**src/sv/mrbr_pkg.sv**
```systemverilog
// ---------------------------------------------------------------------------
// mrbr_pkg
// shared types and codes of the broadcast ring: opcodes, status codes and
// the packing of the input and result beats
// ---------------------------------------------------------------------------
package mrbr_pkg;

  localparam int OPCODE_W = 3;
  localparam int SLOT_W   = 3;
  localparam int WORD_W   = 32;
  localparam int LIMIT_W  = 5;
  localparam int STATUS_W = 2;
  localparam int DLV_W    = 5;

  // opcodes
  localparam logic [OPCODE_W-1:0] OP_APPEND      = 3'd0;
  localparam logic [OPCODE_W-1:0] OP_SUBSCRIBE   = 3'd1;
  localparam logic [OPCODE_W-1:0] OP_UNSUBSCRIBE = 3'd2;
  localparam logic [OPCODE_W-1:0] OP_CONSUME     = 3'd3;
  localparam logic [OPCODE_W-1:0] OP_ACK         = 3'd4;
  localparam logic [OPCODE_W-1:0] OP_CLEAR       = 3'd5;

  // status codes
  localparam logic [STATUS_W-1:0] ST_OK        = 2'd0;
  localparam logic [STATUS_W-1:0] ST_OVERFLOW  = 2'd1;
  localparam logic [STATUS_W-1:0] ST_NO_SLOT   = 2'd2;
  localparam logic [STATUS_W-1:0] ST_NO_READER = 2'd3;

  // input tdata, first member in the top bits
  typedef struct packed {
    logic [LIMIT_W-1:0] burst_limit;
    logic [WORD_W-1:0]  event_word;
    logic [SLOT_W-1:0]  reader_slot;
  } in_data_t;

  // result tdata, zero padded to whole bytes
  typedef struct packed {
    logic [5:0]          pad;
    logic [DLV_W-1:0]    delivered;
    logic [WORD_W-1:0]   out_event;
    logic [SLOT_W-1:0]   granted_slot;
    logic [STATUS_W-1:0] status;
  } out_data_t;

  // one result beat as held in the output register
  typedef struct packed {
    logic [STATUS_W-1:0] status;
    logic [SLOT_W-1:0]   granted_slot;
    logic [WORD_W-1:0]   out_event;
    logic                has_event;
    logic [DLV_W-1:0]    delivered;
    logic                last;
  } out_beat_t;

endpackage

```
**src/sv/mrbr_ram.sv**
```systemverilog
// ---------------------------------------------------------------------------
// mrbr_ram
// simple dual port ram, one write and one registered read port
// ---------------------------------------------------------------------------
module mrbr_ram #(
  parameter int WIDTH = 32,
  parameter int DEPTH = 64
) (
  input  logic                                      clk,
  input  logic                                      wr_en,
  input  logic [((DEPTH > 1) ? $clog2(DEPTH) : 1)-1:0] wr_addr,
  input  logic [WIDTH-1:0]                          wr_data,
  input  logic                                      rd_en,
  input  logic [((DEPTH > 1) ? $clog2(DEPTH) : 1)-1:0] rd_addr,
  output logic [WIDTH-1:0]                          rd_data
);

  logic [WIDTH-1:0] mem [DEPTH];
  logic [WIDTH-1:0] rd_data_r;

  always_ff @(posedge clk) begin
    if (wr_en) begin
      mem[wr_addr] <= wr_data;
    end
    if (rd_en) begin
      rd_data_r <= mem[rd_addr];
    end
  end

  assign rd_data = rd_data_r;

endmodule

```
**src/sv/multi_reader_broadcast_ring.sv**
```systemverilog
// ---------------------------------------------------------------------------
// multi_reader_broadcast_ring
// broadcast ring buffer: one writer, several readers with own read pointers
// ---------------------------------------------------------------------------
// an item that gives one result passes accept, then execute, which waits
//   for a free output register; its result sits there from the cycle after execute
// consume of n events: events leave at one per cycle while the result channel
//   takes them, paced by the single read port of the event memory (issue, read, output register)
// the input is ready only in idle: a new item waits until the last one, a consume with all its events, is done
// reset: synchronous, clears write pointer, read pointers and reader flags;
//   the event memory is not cleared and needs no clearing pass
module multi_reader_broadcast_ring #(
  parameter int CAPACITY    = 64,
  parameter int READERS     = 8,
  parameter int EVENT_WIDTH = 32,
  parameter int MAX_BURST   = 16
) (
  input  logic                                    clk,
  input  logic                                    rst_n,
  // input channel
  input  logic                                    in_tvalid,
  output logic                                    in_tready,
  input  logic [$bits(mrbr_pkg::in_data_t)-1:0]   in_tdata,  // reader_slot, event_word, burst_limit
  input  logic [mrbr_pkg::OPCODE_W-1:0]           in_tuser,  // opcode
  // result channel
  output logic                                    out_tvalid,
  input  logic                                    out_tready,
  output logic [$bits(mrbr_pkg::out_data_t)-1:0]  out_tdata, // status, granted_slot, out_event, delivered, zeros
  output logic                                    out_tuser, // has_event
  output logic                                    out_tlast  // last
);

  // pointers count modulo twice the capacity, entry address is modulo capacity
  localparam int SPAN    = 2 * CAPACITY;
  localparam int PTR_W   = $clog2(SPAN);
  localparam int ADDR_W  = (CAPACITY > 1) ? $clog2(CAPACITY) : 1;
  localparam int RIDX_W  = (READERS > 1) ? $clog2(READERS) : 1;
  localparam int STORE_W = (EVENT_WIDTH < mrbr_pkg::WORD_W) ? EVENT_WIDTH : mrbr_pkg::WORD_W;
  localparam int DLV_W   = mrbr_pkg::DLV_W;

  localparam logic [PTR_W-1:0] CAP_P  = PTR_W'(CAPACITY);
  localparam logic [PTR_W-1:0] SPAN_P = PTR_W'(SPAN);   // zero when span is a power of two

  // sequencer states
  localparam logic [1:0] S_IDLE   = 2'd0;
  localparam logic [1:0] S_EXEC   = 2'd1;
  localparam logic [1:0] S_STREAM = 2'd2;

  typedef logic [PTR_W-1:0] ptr_t;

  // control state
  logic [1:0]         state_r, state_nxt;
  ptr_t               wp_r, wp_nxt;
  ptr_t               rp_r [READERS];
  ptr_t               rp_nxt [READERS];
  logic [READERS-1:0] active_r, active_nxt;
  logic               out_valid_r, out_valid_nxt;
  logic               rdv_r, rdv_nxt;            // ram read data holds an event
  ptr_t               rd_ptr_r, rd_ptr_nxt;      // next pointer to read
  logic [DLV_W-1:0]   issued_r, issued_nxt;      // reads issued so far
  logic [DLV_W-1:0]   rd_k_r, rd_k_nxt;          // event number in ram output
  logic [DLV_W-1:0]   n_r, n_nxt;                // events in this consume

  // backlog per reader, registered from the pointers every cycle
  ptr_t               bl_r [READERS];
  ptr_t               bl_nxt [READERS];

  // item and result payload
  logic [mrbr_pkg::OPCODE_W-1:0] op_r;
  logic [mrbr_pkg::SLOT_W-1:0]   slot_r;
  logic [STORE_W-1:0]            word_r;
  logic [mrbr_pkg::LIMIT_W-1:0]  limit_r;
  mrbr_pkg::out_beat_t           out_beat_r, out_beat_nxt;
  mrbr_pkg::in_data_t            in_data;
  mrbr_pkg::out_data_t           out_data;

  // event memory port
  logic               ram_we;
  logic [ADDR_W-1:0]  ram_waddr;
  logic               ram_re;
  logic [ADDR_W-1:0]  ram_raddr;
  logic [STORE_W-1:0] ram_rdata;

  // decode helpers
  logic               accept;
  logic               out_can;
  logic               rd_move;
  logic               slot_ok;
  logic [RIDX_W-1:0]  sidx;
  logic               sel_active;
  ptr_t               sel_bl;
  logic [READERS-1:0] full_vec;
  logic               any_active;
  logic               any_full;
  logic               free_found;
  logic [RIDX_W-1:0]  free_idx;
  logic [mrbr_pkg::LIMIT_W-1:0] lim_eff;
  logic [DLV_W-1:0]   n_cons;
  logic [PTR_W:0]     rp_sum;
  ptr_t               rp_adv;

  assign in_data   = mrbr_pkg::in_data_t'(in_tdata);
  assign in_tready = (state_r == S_IDLE);
  assign accept    = in_tvalid && in_tready;

  // output register frees when empty or drained this cycle
  assign out_can = !out_valid_r || out_tready;
  assign rd_move = rdv_r && out_can;

  // selected reader, a slot beyond the reader count reads as inactive
  assign slot_ok    = (int'(slot_r) < READERS);
  assign sidx       = RIDX_W'(slot_r);
  assign sel_active = slot_ok && active_r[sidx];
  assign sel_bl     = sel_active ? bl_r[sidx] : '0;

  // overflow: some active reader already a full capacity behind
  always_comb begin
    for (int i = 0; i < READERS; i++) begin
      full_vec[i] = (bl_r[i] >= CAP_P);
    end
  end
  assign any_active = |active_r;
  assign any_full   = |(active_r & full_vec);

  // lowest free slot
  always_comb begin
    free_found = 1'b0;
    free_idx   = '0;
    for (int i = READERS - 1; i >= 0; i--) begin
      if (!active_r[i]) begin
        free_found = 1'b1;
        free_idx   = RIDX_W'(i);
      end
    end
  end

  // events for a consume: min of backlog, burst limit and burst cap
  always_comb begin
    lim_eff = (int'(limit_r) > MAX_BURST) ? mrbr_pkg::LIMIT_W'(MAX_BURST) : limit_r;
    if (int'(sel_bl) < int'(lim_eff)) begin
      n_cons = DLV_W'(sel_bl);
    end else begin
      n_cons = DLV_W'(lim_eff);
    end
  end

  // reader pointer after the consume, wrapped into the pointer span
  assign rp_sum = {1'b0, rp_r[sidx]} + (PTR_W + 1)'(n_cons);
  assign rp_adv = (int'(rp_sum) >= SPAN) ? PTR_W'(rp_sum - (PTR_W + 1)'(SPAN))
                                         : PTR_W'(rp_sum);

  // backlog = write pointer minus read pointer, modulo the span
  always_comb begin
    for (int i = 0; i < READERS; i++) begin
      if (wp_r >= rp_r[i]) begin
        bl_nxt[i] = wp_r - rp_r[i];
      end else begin
        bl_nxt[i] = wp_r - rp_r[i] + SPAN_P;
      end
    end
  end

  // entry address of a pointer
  assign ram_waddr = (wp_r >= CAP_P) ? ADDR_W'(wp_r - CAP_P) : ADDR_W'(wp_r);
  assign ram_raddr = (rd_ptr_r >= CAP_P) ? ADDR_W'(rd_ptr_r - CAP_P) : ADDR_W'(rd_ptr_r);

  // main sequencer
  always_comb begin
    state_nxt     = state_r;
    wp_nxt        = wp_r;
    active_nxt    = active_r;
    out_valid_nxt = out_valid_r && !out_tready;
    out_beat_nxt  = out_beat_r;
    rdv_nxt       = rdv_r;
    rd_ptr_nxt    = rd_ptr_r;
    issued_nxt    = issued_r;
    rd_k_nxt      = rd_k_r;
    n_nxt         = n_r;
    ram_we        = 1'b0;
    ram_re        = 1'b0;
    for (int i = 0; i < READERS; i++) begin
      rp_nxt[i] = rp_r[i];
    end

    unique case (state_r)
      S_IDLE: begin
        if (accept) begin
          state_nxt = S_EXEC;
        end
      end

      S_EXEC: begin
        if ((op_r == mrbr_pkg::OP_CONSUME) && (n_cons != '0)) begin
          // commit the new pointer now, the events stream out afterwards
          rp_nxt[sidx] = rp_adv;
          rd_ptr_nxt   = rp_r[sidx];
          issued_nxt   = '0;
          n_nxt        = n_cons;
          state_nxt    = S_STREAM;
        end else if (out_can) begin
          out_valid_nxt = 1'b1;
          out_beat_nxt  = '{status: mrbr_pkg::ST_OK, granted_slot: '0, out_event: '0,
                            has_event: 1'b0, delivered: '0, last: 1'b1};
          state_nxt     = S_IDLE;
          unique case (op_r)
            mrbr_pkg::OP_APPEND: begin
              if (!any_active) begin
                out_beat_nxt.status = mrbr_pkg::ST_NO_READER;
              end else if (any_full) begin
                out_beat_nxt.status = mrbr_pkg::ST_OVERFLOW;
              end else begin
                ram_we = 1'b1;
                wp_nxt = (int'(wp_r) == SPAN - 1) ? '0 : wp_r + 1'b1;
              end
            end
            mrbr_pkg::OP_SUBSCRIBE: begin
              if (free_found) begin
                active_nxt[free_idx]      = 1'b1;
                rp_nxt[free_idx]          = wp_r;
                out_beat_nxt.granted_slot = mrbr_pkg::SLOT_W'(free_idx);
              end else begin
                out_beat_nxt.status = mrbr_pkg::ST_NO_SLOT;
              end
            end
            mrbr_pkg::OP_UNSUBSCRIBE: begin
              if (slot_ok) begin
                active_nxt[sidx] = 1'b0;
                rp_nxt[sidx]     = '0;
              end
            end
            mrbr_pkg::OP_ACK: begin
              if (sel_active) begin
                rp_nxt[sidx] = wp_r;
              end
            end
            mrbr_pkg::OP_CLEAR: begin
              wp_nxt = '0;
              for (int i = 0; i < READERS; i++) begin
                if (active_r[i]) begin
                  rp_nxt[i] = '0;
                end
              end
            end
            default: begin
              // empty consume and unknown opcodes: plain final beat
            end
          endcase
        end
      end

      S_STREAM: begin
        // issue a read when the ram output is free or moves on this cycle
        if ((issued_r != n_r) && (!rdv_r || rd_move)) begin
          ram_re     = 1'b1;
          rdv_nxt    = 1'b1;
          rd_ptr_nxt = (int'(rd_ptr_r) == SPAN - 1) ? '0 : rd_ptr_r + 1'b1;
          issued_nxt = issued_r + 1'b1;
          rd_k_nxt   = issued_r + 1'b1;
        end else if (rd_move) begin
          rdv_nxt = 1'b0;
        end
        if (rd_move) begin
          out_valid_nxt = 1'b1;
          out_beat_nxt  = '{status: mrbr_pkg::ST_OK, granted_slot: '0,
                            out_event: mrbr_pkg::WORD_W'(ram_rdata), has_event: 1'b1,
                            delivered: rd_k_r, last: (rd_k_r == n_r)};
          if (rd_k_r == n_r) begin
            state_nxt = S_IDLE;
          end
        end
      end

      default: begin
        state_nxt = S_IDLE;
      end
    endcase
  end

  // control registers
  always_ff @(posedge clk) begin
    if (!rst_n) begin
      state_r     <= S_IDLE;
      wp_r        <= '0;
      active_r    <= '0;
      out_valid_r <= 1'b0;
      rdv_r       <= 1'b0;
      rd_ptr_r    <= '0;
      issued_r    <= '0;
      rd_k_r      <= '0;
      n_r         <= '0;
      for (int i = 0; i < READERS; i++) begin
        rp_r[i] <= '0;
        bl_r[i] <= '0;
      end
    end else begin
      state_r     <= state_nxt;
      wp_r        <= wp_nxt;
      active_r    <= active_nxt;
      out_valid_r <= out_valid_nxt;
      rdv_r       <= rdv_nxt;
      rd_ptr_r    <= rd_ptr_nxt;
      issued_r    <= issued_nxt;
      rd_k_r      <= rd_k_nxt;
      n_r         <= n_nxt;
      for (int i = 0; i < READERS; i++) begin
        rp_r[i] <= rp_nxt[i];
        bl_r[i] <= bl_nxt[i];
      end
    end
  end

  // payload registers
  always_ff @(posedge clk) begin
    if (accept) begin
      op_r    <= in_tuser;
      slot_r  <= in_data.reader_slot;
      word_r  <= in_data.event_word[STORE_W-1:0];
      limit_r <= in_data.burst_limit;
    end
    out_beat_r <= out_beat_nxt;
  end

  // event memory
  mrbr_ram #(
    .WIDTH (STORE_W),
    .DEPTH (CAPACITY)
  ) u_event_ram (
    .clk     (clk),
    .wr_en   (ram_we),
    .wr_addr (ram_waddr),
    .wr_data (word_r),
    .rd_en   (ram_re),
    .rd_addr (ram_raddr),
    .rd_data (ram_rdata)
  );

  // result channel
  always_comb begin
    out_data              = '0;
    out_data.status       = out_beat_r.status;
    out_data.granted_slot = out_beat_r.granted_slot;
    out_data.out_event    = out_beat_r.out_event;
    out_data.delivered    = out_beat_r.delivered;
  end

  assign out_tvalid = out_valid_r;
  assign out_tdata  = out_data;
  assign out_tuser  = out_beat_r.has_event;
  assign out_tlast  = out_beat_r.last;

`ifndef ASSERT_OFF
  // a beat without an event always closes its item
  a_plain_beat_last: assert property (@(posedge clk) disable iff (!rst_n)
    out_tvalid && !out_tuser |-> out_tlast)
    else $error("result without event not marked last");

  // event beats carry a nonzero running count
  a_event_count: assert property (@(posedge clk) disable iff (!rst_n)
    out_tvalid && out_tuser |-> (out_beat_r.delivered != '0))
    else $error("event beat with zero delivered count");

  // a new read never overwrites an event still waiting in the ram output
  a_ram_no_overrun: assert property (@(posedge clk) disable iff (!rst_n)
    ram_re |-> (!rdv_r || rd_move))
    else $error("ram read overwrote pending event");

  // an accepted item goes to execute on the next cycle
  a_accept_exec: assert property (@(posedge clk) disable iff (!rst_n)
    in_tvalid && in_tready |=> (state_r == S_EXEC))
    else $error("accepted item not executed");
`endif

endmodule
```
**config.mk**
```make
export PLATFORM = sky130hd
export DESIGN_NAME = multi_reader_broadcast_ring
export DESIGN_NICKNAME = d
export VERILOG_FILES = /design/src/sv/mrbr_pkg.sv /design/src/sv/mrbr_ram.sv /design/src/sv/multi_reader_broadcast_ring.sv
export SDC_FILE = /design/constraint.sdc
export NUM_CORES = 2
export LEC_CHECK = 0
export ABC_CLOCK_PERIOD_IN_PS = 11900
export BUFFER_PORTS_ARGS = -buffer_cell sky130_fd_sc_hd__buf_2
export CELL_PAD_IN_SITES_DETAIL_PLACEMENT = 1
export CELL_PAD_IN_SITES_GLOBAL_PLACEMENT = 2
export CORE_MARGIN = 3
export CORE_UTILIZATION = 54
export CTS_CLUSTER_SIZE = 24
export DETAILED_ROUTE_END_ITERATION = 8
export PLACE_DENSITY = 0.95
export SETUP_SLACK_MARGIN = 0.4
export SLEW_MARGIN = 10
export SYNTH_ARGS = -nofsm -noshare
export SYNTH_HDL_FRONTEND = slang
export SYNTH_SLANG_ARGS = --single-unit
```
**constraint.sdc**
```tcl
create_clock -name clk -period 11.9 [get_ports clk]
set_clock_uncertainty 0.2 [all_clocks]
set_input_delay 1.785 -clock clk [delete_from_list [all_inputs] [get_ports clk]]
set_output_delay 1.785 -clock clk [all_outputs]
set_load 0.02 [all_outputs]
```
==> run metrics <==
Initial Util=0.544; Worst Path Arrival=7090 ps; synth cell count leaders=edfxtp_1, mux4_2, nor2_1; worst relative slew slack=0.108; Worst Hold Class=flip-flop to flip-flop; clk sinks=2323; Layout fillers=14000; Inserted Clock Buffers=221; worst endpoint required time=12480 ps; minimum clock period=6510 ps; cell area after synthesis=0.0923 sq mm; antenna violations before repair=40; leakage=31.4 nW; Layout area overhead=12.5%; row count=151; RSZ-0062 raised after global routing=no; hold-fix buffer count after cts=0; Primary FF master, synth=edfxtp_1; Resize count post-CTS=0; largest cells by area after synthesis=edfxtp_1, mux4_2, dfxtp_1; total congestion overflow=0; CTS tree=built; Max Cap Violations=0; status=finished clean; first-pass GRT wire length=413000 um; number of global-route vias before repair=50600; Port Buffers=92; final core utilization=0.612; Yosys cell types=68; most common cell in the synthesized netlist=edfxtp_1; design area=0.104 sq mm; Ys Warns=0; Global Route Usage Sum=0.339; Die X=419 um; routed vias/inst=7.26; fin. max-slew vios=0; RD Place Congestion=0.943; Worst-path clk slew=70 ps; Worst setup EP type=flip-flop; flops & latches, synth=2323; dpl cell area=0.0958 sq mm; Max VDD drop=0.150 mV; Vias=51100; nets=4720; fraction of layout cells with a size suffix above 1=0.279; Post-synth EDFFs=2167; First DRT Iteration DRCs=9302; DRC Markers=0; Clock Latency Late Sink=900 ps; largest fanout on the critical path=22; Post-DP HPWL=161000 um; Core ar.=0.170 sq mm; top cell type's share of synthesized area=0.705; Max Fclk=154 MHz; H-Tree Depth=4; CP Class=flip-flop to flip-flop; dominant cell type by area after synthesis=edfxtp_1; register area share after synthesis=0.739; final hold slack=296 ps; clock tree buffer depth=3; total setup buffers inserted after CTS=0; Synth Instances=4426; Die Height=419 um; Routed WL=298000 um; setup TNS=0 ps; I/O pins=99; Synth async-reset ratio=0; Final period util=0.547; clock root buffer=clkbuf_16; largest net degree at the start of global routing=151; post-route ant nets=0; DR pass1 iterations=6; nature of the critical path startpoint=flip-flop; Hold Vio Cnt, Final=0; P per Cell Area=165 mW/mm^2; final setup fails=0; Least-Margin Pin Slew=1340 ps; Avg Cell Area, Syn=20.8 sq um; die area=0.176 sq mm; WL/cell=42.4 um
## final cells by class
| class | count | area [sq um] | share of cell area |
|---|---|---|---|
| Sequential cell | 2323 | 68200 | 0.657 |
| Multi-Input combinational cell | 1786 | 23300 | 0.224 |
| Clock buffer | 260 | 5720 | 0.0551 |
| Tap cell | 2218 | 2780 | 0.0267 |
| Clock inverter | 158 | 1950 | 0.0188 |
| Timing Repair Buffer | 197 | 1510 | 0.0145 |
| Inverter | 72 | 272 | 0.00262 |
| Antenna cell | 21 | 52.6 | 0.000506 |
## state kept, by name, indices dropped and copies added (netlist names), named ones only
name,cells
active_r,8
bl_r,56
issued_r,5
limit_r,5
n_r,5
op_r,3
out_tdata,42
out_tlast,1
out_tuser,1
out_tvalid,1
rd_k_r,5
rd_ptr_r,7
rdv_r,1
rp_r,56
sidx,3
state_r,2
u_event_ram.mem,2048
u_event_ram.rd_data,32
word_r,32
wp_r,7
## placed cells by master, fill, tap and decap left out, drive strengths merged, types with 9 or more instances in the layout
cell      count
edfxtp     2167
mux4        697
clkbuf      260
nor2        209
buf         197
dfxtp       156
nand2        99
clkinv       96
inv          78
a21oi        68
ha           63
a22oi        61
o21ai        59
and2         52
nand3        38
xnor2        36
mux2i        35
bufinv       34
o22ai        33
nor2b        32
o221ai       32
a32o         28
nor3         25
xor2         24
nand2b       23
a21o         23
clkinvlp     22
diode        21
nand4        13
o211ai       12
o32ai        12
mux2         11
and3         10
or2          10
o22a          9
fa            9
## path summary, 6_finish.rpt
kind	to	startpoint	slack, ps	depth (start not counted)
max reg2reg	rp_r[5][4]	sidx[2]	5390	18
min	rd_k_r[3]	rd_k_r[3]	300	2
min reg2reg	rd_k_r[3]	rd_k_r[3]	300	2
max	rp_r[5][4]	sidx[2]	5390	18
## metrics by stage
stage | power (mW) | instances | worst slack (ps)
after floorplan | 9.46 | 4431 | 6640
after global placement | 9.68 | 6582 | 5660
after detailed placement | 9.72 | 6582 | 5560
after CTS | 17.1 | 7000 | 5530
after global routing | 17.5 | 7019 | 5070
final | 17.1 | 7035 | 5390
## worst max-delay path: stages, from the launching register on
cell and delay (ps):
edfxtp_1 800, mux2i_1 180, mux4_2 640, or2_2 350, inv_1 60, ha_1 180, o211ai_1 120, nor2_1 170
nand4_1 160, and2_1 250, o21bai_1 480, mux2_2 430, ha_1 220, fa_1 440, a21o_1 180, a21oi_1 220
xor2_1 690, o21ai_0 290, a32o_1 310
## where the power goes
part / internal, mW / switching [mW]
clock network: 4.22 / 3.36
registers: 9.02 / 0.0219
logic: 0.0811 / 0.439
## layer usage
layer | track usage | share of wire | vias up
li1 | - | - | 18800
met1 | 0.445 | 0.33 | 26700
met2 | 0.543 | 0.49 | 4720
met3 | 0.0791 | 0.12 | 861
met4 | 0.162 | 0.058 | 28
met5 | 0 | 0.00055 | -
## cell families after synthesis
| logic type | count (synthesis) | synth area share |
|---|---|---|
| AOI/OAI and AO/OA | 370 | 0.0281 |
| xor gates and xnor gates | 60 | 0.00569 |
| adders and majority gates | 72 | 0.0105 |
| buffers and inverters | 322 | 0.0140 |
| DFF | 2323 | 0.739 |
| muxes | 743 | 0.175 |
| other | 1 | 0.0000406 |
| and+or+nand+nor | 535 | 0.0274 |
Note: power is estimated with default switching activity, not from simulation.
